--- config.mk ---
export PLATFORM = sky130hd
export DESIGN_NAME = tcw_cursor
export DESIGN_NICKNAME = d
export VERILOG_FILES = /design/src/tcw_pkg.sv /design/src/tcw_cursor.sv
export SDC_FILE = /design/constraint.sdc
export NUM_CORES = 1
export LEC_CHECK = 0
export BUFFER_PORTS_ARGS = -buffer_cell sky130_fd_sc_hd__buf_2
export CORE_UTILIZATION = 25
export DETAILED_ROUTE_END_ITERATION = 7
export GPL_ROUTABILITY_DRIVEN = 1
export PLACE_DENSITY = 0.49
export SLEW_MARGIN = 30
export SYNTH_ARGS = -nofsm -noshare
export SYNTH_HDL_FRONTEND = slang
export SYNTH_SLANG_ARGS = --single-unit
--- constraint.sdc ---
create_clock -name clk -period 11.22 [get_ports clk]
set_clock_uncertainty 0.2 [all_clocks]
set_input_delay 2.244 -clock clk [delete_from_list [all_inputs] [get_ports clk]]
set_output_delay 2.244 -clock clk [all_outputs]
set_load 0.05 [all_outputs]
--- src/tcw_pkg.sv ---
// Shared types and constants for the text console writer.
// Used by tcw_cursor and text_console_writer; no dependencies.
package tcw_pkg;

	// Default screen geometry and tab spacing.
	localparam int COLUMNS_DEF  = 80;
	localparam int ROWS_DEF     = 25;
	localparam int TAB_STOP_DEF = 4;

	// Width of the position fields on the stream ports.
	localparam int FIELD_W = 11;

	// Character codes with special handling.
	localparam logic [7:0] CH_SPACE     = 8'h20;
	localparam logic [7:0] CH_TAB       = 8'h09;
	localparam logic [7:0] CH_NEWLINE   = 8'h0A;
	localparam logic [7:0] CH_BACKSPACE = 8'h08;

	// Attribute after reset: white on black.
	localparam logic [7:0] ATTR_RESET = 8'h0F;

	// Controller states.
	typedef enum logic [1:0] {
		ST_CLEAR,
		ST_IDLE,
		ST_READ,
		ST_BLANK
	} tcw_state_t;

	// Cursor unit status toward the controller.
	typedef struct packed {
		logic               wrote;
		logic               scrolled;
		logic [FIELD_W-1:0] widx;
		logic [FIELD_W-1:0] next_pos;
		logic [FIELD_W-1:0] next_hw;
		logic [FIELD_W-1:0] pos;
		logic [FIELD_W-1:0] hw;
	} cursor_info_t;

endpackage

--- src/tcw_cursor.sv ---
// Working and visible cursor registers with the per-character cursor update.
// Depends on tcw_pkg for the character codes and the status struct.
module tcw_cursor #(
	parameter int COLUMNS  = tcw_pkg::COLUMNS_DEF,
	parameter int ROWS     = tcw_pkg::ROWS_DEF,
	parameter int TAB_STOP = tcw_pkg::TAB_STOP_DEF,
	parameter int AW       = $clog2(COLUMNS * ROWS)
) (
	input  logic                  clk,
	input  logic                  arst_n,
	input  logic                  step,
	input  logic [7:0]            character,
	input  logic                  end_of_write,
	output logic [AW-1:0]         wr_pos,
	output tcw_pkg::cursor_info_t info
);

	import tcw_pkg::*;

	localparam int CELLS    = COLUMNS * ROWS;
	localparam int CW       = AW + 1;
	localparam int COLW     = $clog2(COLUMNS);
	localparam int PW       = (TAB_STOP > 1) ? $clog2(TAB_STOP) : 1;
	// Phase shift when the cursor drops one row, kept non-negative.
	localparam int SCR_PH   = TAB_STOP - (COLUMNS % TAB_STOP);
	localparam int CLAMP_PH = (CELLS - COLUMNS) % TAB_STOP;
	// Scaled reciprocals of the row width and the tab spacing.
	localparam int RSH      = 17;
	localparam int REC_COL  = (1 << RSH) / COLUMNS + 1;
	localparam int REC_TAB  = (1 << RSH) / TAB_STOP + 1;

	// Remainder of a small value by a constant: the quotient comes from a scaled
	// reciprocal and is exact for every value below 512.
	function automatic logic [8:0] mod_small(input logic [8:0] v, input logic [8:0] m,
			input logic [17:0] rec);
		logic [26:0] prod;
		logic [17:0] qm;
		prod = 27'(v) * 27'(rec);
		qm   = 18'(prod >> RSH) * 18'(m);
		return v - qm[8:0];
	endfunction

	logic [AW-1:0]   cur_q;
	logic [AW-1:0]   vis_q;
	logic [COLW-1:0] col_q;
	logic [PW-1:0]   ph_q;

	logic [CW-1:0]   c1;
	logic [CW-1:0]   c2;
	logic [COLW-1:0] col1;
	logic [COLW-1:0] col2;
	logic [PW-1:0]   ph1;
	logic [PW-1:0]   ph2;
	logic [8:0]      adv;
	logic [8:0]      ph_sum;
	logic            wrote;
	logic            scr;
	logic [AW-1:0]   c_next;

	// Cursor movement for one character, then the scroll correction.
	always_comb begin
		c1     = {1'b0, cur_q};
		col1   = col_q;
		ph1    = ph_q;
		adv    = '0;
		wrote  = 1'b0;
		ph_sum = '0;
		case (character)
			CH_TAB: begin
				adv  = 9'(TAB_STOP) - 9'(ph_q);
				c1   = {1'b0, cur_q} + CW'(adv);
				col1 = COLW'(mod_small(9'(col_q) + adv, 9'(COLUMNS), 18'(REC_COL)));
				ph1  = '0;
			end
			CH_NEWLINE: begin
				adv  = 9'(COLUMNS) - 9'(col_q);
				c1   = {1'b0, cur_q} + CW'(adv);
				col1 = '0;
				ph1  = PW'(mod_small(9'(ph_q) + adv, 9'(TAB_STOP), 18'(REC_TAB)));
			end
			CH_BACKSPACE: begin
				c1 = {1'b0, cur_q};
			end
			default: begin
				// Space advances without a store; any other code is stored.
				wrote = (character != CH_SPACE);
				c1    = {1'b0, cur_q} + CW'(1);
				col1  = (col_q == COLW'(COLUMNS - 1)) ? '0 : col_q + COLW'(1);
				ph1   = (ph_q == PW'(TAB_STOP - 1)) ? '0 : ph_q + PW'(1);
			end
		endcase

		c2   = c1;
		col2 = col1;
		ph2  = ph1;
		scr  = 1'b0;
		if (c1 >= CW'(CELLS)) begin
			scr    = 1'b1;
			c2     = c1 - CW'(COLUMNS);
			ph_sum = 9'(ph1) + 9'(SCR_PH);
			if (ph_sum >= 9'(TAB_STOP)) begin
				ph_sum = ph_sum - 9'(TAB_STOP);
			end
			ph2 = PW'(ph_sum);
			// A long tab can still be past the end: park at the last row start.
			if (c2 >= CW'(CELLS)) begin
				c2   = CW'(CELLS - COLUMNS);
				col2 = '0;
				ph2  = PW'(CLAMP_PH);
			end
		end
		c_next = AW'(c2);
	end

	// Cursor registers advance on every accepted write item.
	always_ff @(posedge clk or negedge arst_n) begin
		if (!arst_n) begin
			cur_q <= '0;
			vis_q <= '0;
			col_q <= '0;
			ph_q  <= '0;
		end else if (step) begin
			cur_q <= c_next;
			col_q <= col2;
			ph_q  <= ph2;
			if (end_of_write) begin
				vis_q <= c_next;
			end
		end
	end

	assign wr_pos        = cur_q;
	assign info.wrote    = wrote;
	assign info.scrolled = scr;
	assign info.widx     = wrote ? FIELD_W'(cur_q) : '0;
	assign info.next_pos = FIELD_W'(c_next);
	assign info.next_hw  = end_of_write ? FIELD_W'(c_next) : FIELD_W'(vis_q);
	assign info.pos      = FIELD_W'(cur_q);
	assign info.hw       = FIELD_W'(vis_q);

endmodule

==> out/metrics.csv <==
stage,metric,value,unit
outcome,status,completed,
logic_synthesis,register area share after synthesis,0.156,
timing,final number of hold-violating endpoints,0,
setup_path,crit start category,input port,
final_layout,area taken by flip-flops and latches,776,um2
placed_design,global placement routability congestion,0.813,
floorplanning,area of the placeable core,19500,um2
clocking,Post-CTS Resized,0,
final_layout,number of diodes,0,
global_routing,pin count of the biggest net entering global routing,34,
global_routing,via count of the first global-routing pass,4182,
logic_synthesis,register bit count reported by yosys,31,
setup_path,worst setup path category,in -> out,
floorplanning,width of the chip,143,um
setup_path,endpoint required time on the critical path,8.78,ns
final_layout,Final nets,774,
logic_synthesis,Gate Count Post-Synth,626,
logic_synthesis,number of enable-type register cells in the synthesized netlist,0,
routing,via count of the routed design,4517,
timing,RSZ-0062 raised after global routing,false,
global_routing,first-pass GRT wire length,22600,um
placed_design,Port-buffer cells,79,
clocking,clock root buffer master,sky130_fd_sc_hd__clkbuf_16,
floorplanning,number of I/O pins,80,
routing,DR iter-0 viols,199,
global_routing,All-Layer GR Usage,0.139,
final_layout,footprint of the multi-input gates,3680,um2
timing,final cycle utilization of the critical path,0.937,
global_routing,Congestion Overflow GR,0,
setup_path,R2R cell count,26,
clocking,clock insertion delay at the later pin of the skew report,0.28,ns
min_path,Min-Delay Path Class,reg -> reg,
timing,actual slew at the worst max-slew pin,0.749,ns
placed_design,DPL Wire Length,10800,um
logic_synthesis,distinct cell type count after synthesis,72,
clocking,Clock Path Buffers,2,
timing,total setup violations reported at the end of the flow,0,
final_layout,share of layout cells above drive strength 1,0.164,
routing,number of vias per cell,4.81,
routing,Total Routed Length,13900,um
routing,number of design rule violations left after detail routing,0,
final_layout,synth-to-layout area growth,13.3,%
logic_synthesis,number of nets produced by synthesis,726,
floorplanning,Core Rows,51,
global_routing,antenna violations before repair,0,
routing,Pre-antenna DRT Iters,4,
clocking,clk sinks,31,
setup_path,critical path endpoint category,output port,
routing,remaining antenna violation count after routing,0,
logic_synthesis,mean instance size in the synthesized netlist,7.96,um2
timing,maximum clock frequency,0.0952,GHz
floorplanning,starting utilization of the core area,0.255,
clocking,post-cts hold buffer count,0,
floorplanning,height of the die,143,um
timing,final setup TNS,0,ns
routing,WL per Instance,14.8,um
clocking,H-tree level count,2,
flow_run,max-capacitance violation count,0,
timing,final critical path time including I/O delays and setup,10.51,ns
setup_path,endpoint arrival time on the critical path,8.06,ns
timing,count of final max-slew check failures,0,
clocking,CTS tree,built,
clocking,buffer count from post-CTS setup fixing,0,
floorplanning,floorplan die area,20500,um2
logic_synthesis,count of warnings emitted by yosys,0,
clocking,clock buffers created by TritonCTS,5,
timing,worst-case headroom to the max-slew limit,0.501,
min_path,worst hold path depth,2,
clocking,clock transition at the register clock pins on the worst setup and hold paths after CTS,0.06,ns
setup_path,Crit Path Max Fanout,15,
logic_synthesis,synthesized cell area,4990,um2
logic_synthesis,async set or reset register ratio after synthesis,1.00,
final_layout,final-layout fill cell count,2160,
logic_synthesis,leading register cell type out of synthesis,sky130_fd_sc_hd__dfrtp_1,
[layout by cell type (no fill, tap or decap), drive strengths merged, types with 10 or more instances in the layout]
| master | instances |
|---|---|
| fa | 22 |
| buf | 83 |
| o21ai | 29 |
| and3 | 11 |
| xnor2 | 16 |
| dfrtp | 31 |
| xor2 | 13 |
| a21oi | 35 |
| ha | 66 |
| nor2 | 44 |
| a31oi | 10 |
| inv | 79 |
| and2 | 16 |
| o31ai | 15 |
| nand3 | 12 |
| nand2 | 59 |
[cell type report]
class / instances / share of cell area
multi-input combinational: 474 / 0.651
inverter: 79 / 0.0525
sequential: 31 / 0.137
timing repair buffer: 83 / 0.0753
tap: 265 / 0.0587
clock inverter: 2 / 0.00221
clock buffer: 6 / 0.0228
[flip-flops by register name, summed over array words and instances, names as in the netlist]
| register | flops |
|---|---|
| vis_q | 11 |
| wr_pos | 11 |
| col_q | 7 |
| ph_q | 2 |
[stage by stage]
stage	instance area [um2]	setup slack [ns]	hold slack, ns	utilization	std cells
after global placement	5510	0.878	0.293	0.282	932
after global routing	5650	0.228	0.339	0.289	940
final	5650	0.712	0.309	0.289	940
after floorplan	4990	0.671	0.394	-	626
after detailed placement	5510	0.765	0.294	0.282	932
after CTS	5650	0.719	0.312	0.289	940
[per-layer routing]
| layer | up-vias | wire, um | track usage |
|---|---|---|---|
| met3 | 9 | 531 | 0.0117 |
| met2 | 119 | 6530 | 0.233 |
| met4 | 0 | 94 | 0.0235 |
| met1 | 2109 | 6790 | 0.196 |
| met5 | - | 0 | 0 |
| li1 | 2280 | - | - |
[cell families (layout without fill, tap and decap cells)]
kind of cell,after synthesis,after routing,synth area share
xor gates and xnor gates,29,29,0.0509
and+or+nand+nor,191,191,0.195
adders and majority gates,88,88,0.254
DFF,31,31,0.156
buffers and inverters,121,170,0.106
AOI/OAI and AO/OA,159,159,0.223
muxes,7,7,0.0151
[cells in the mapped netlist, types with 8 or more instances]
master / instances / area (um2)
sky130_fd_sc_hd__o31ai_1: 14 / 105
sky130_fd_sc_hd__nor3_1: 8 / 40.0
sky130_fd_sc_hd__fa_1: 22 / 440
sky130_fd_sc_hd__dfrtp_1: 31 / 776
sky130_fd_sc_hd__xor2_1: 13 / 114
sky130_fd_sc_hd__nor2_1: 43 / 161
sky130_fd_sc_hd__nand2_1: 59 / 221
sky130_fd_sc_hd__xnor2_1: 16 / 140
sky130_fd_sc_hd__buf_4: 14 / 105
sky130_fd_sc_hd__inv_1: 78 / 293
sky130_fd_sc_hd__and3_1: 11 / 68.8
sky130_fd_sc_hd__o21ai_0: 26 / 130
sky130_fd_sc_hd__ha_1: 66 / 826
sky130_fd_sc_hd__a31oi_1: 10 / 62.6
sky130_fd_sc_hd__and2_1: 15 / 93.8
sky130_fd_sc_hd__a21oi_1: 35 / 175
sky130_fd_sc_hd__clkbuf_1: 18 / 67.6
sky130_fd_sc_hd__nand2b_1: 8 / 50.1
sky130_fd_sc_hd__nand3_1: 12 / 60.1
[final timing paths]
check                                  start          to  slack [ns]
min in group asynchronous             arst_n  wr_pos[10]        1.83
worst max-delay path            character[2]    info[25]        0.71
worst min-delay path                vis_q[6]    vis_q[6]        0.31
max in group asynchronous             arst_n    col_q[1]        8.51
worst min register to register      vis_q[6]    vis_q[6]        0.31
worst max register to register       ph_q[0]    col_q[6]        3.63
[critical path, cell delays in order]
cell and delay [ns]:
sky130_fd_sc_hd__buf_2 0.12, sky130_fd_sc_hd__or4_1 0.61, sky130_fd_sc_hd__or2_2 0.40, sky130_fd_sc_hd__nor2_1 0.17, sky130_fd_sc_hd__and2_0 0.32, sky130_fd_sc_hd__a22oi_1 0.10
sky130_fd_sc_hd__o21ai_0 0.14, sky130_fd_sc_hd__ha_1 0.23, sky130_fd_sc_hd__inv_1 0.06, sky130_fd_sc_hd__fa_1 0.41, sky130_fd_sc_hd__nand2b_1 0.18, sky130_fd_sc_hd__a21oi_1 0.30
sky130_fd_sc_hd__nor2_1 0.08, sky130_fd_sc_hd__o31ai_1 0.24, sky130_fd_sc_hd__buf_4 0.18, sky130_fd_sc_hd__inv_1 0.06, sky130_fd_sc_hd__ha_1 0.27, sky130_fd_sc_hd__nor2_1 0.26
sky130_fd_sc_hd__o221ai_1 0.16, sky130_fd_sc_hd__o31a_1 0.15, sky130_fd_sc_hd__o31ai_4 0.23, sky130_fd_sc_hd__buf_4 0.18, sky130_fd_sc_hd__and2_1 0.55, sky130_fd_sc_hd__o31ai_1 0.16
sky130_fd_sc_hd__buf_2 0.24
Power is left out: the tool's default activity adds up to more than one toggle a clock period on the data nets, which glitch-free logic cannot reach.
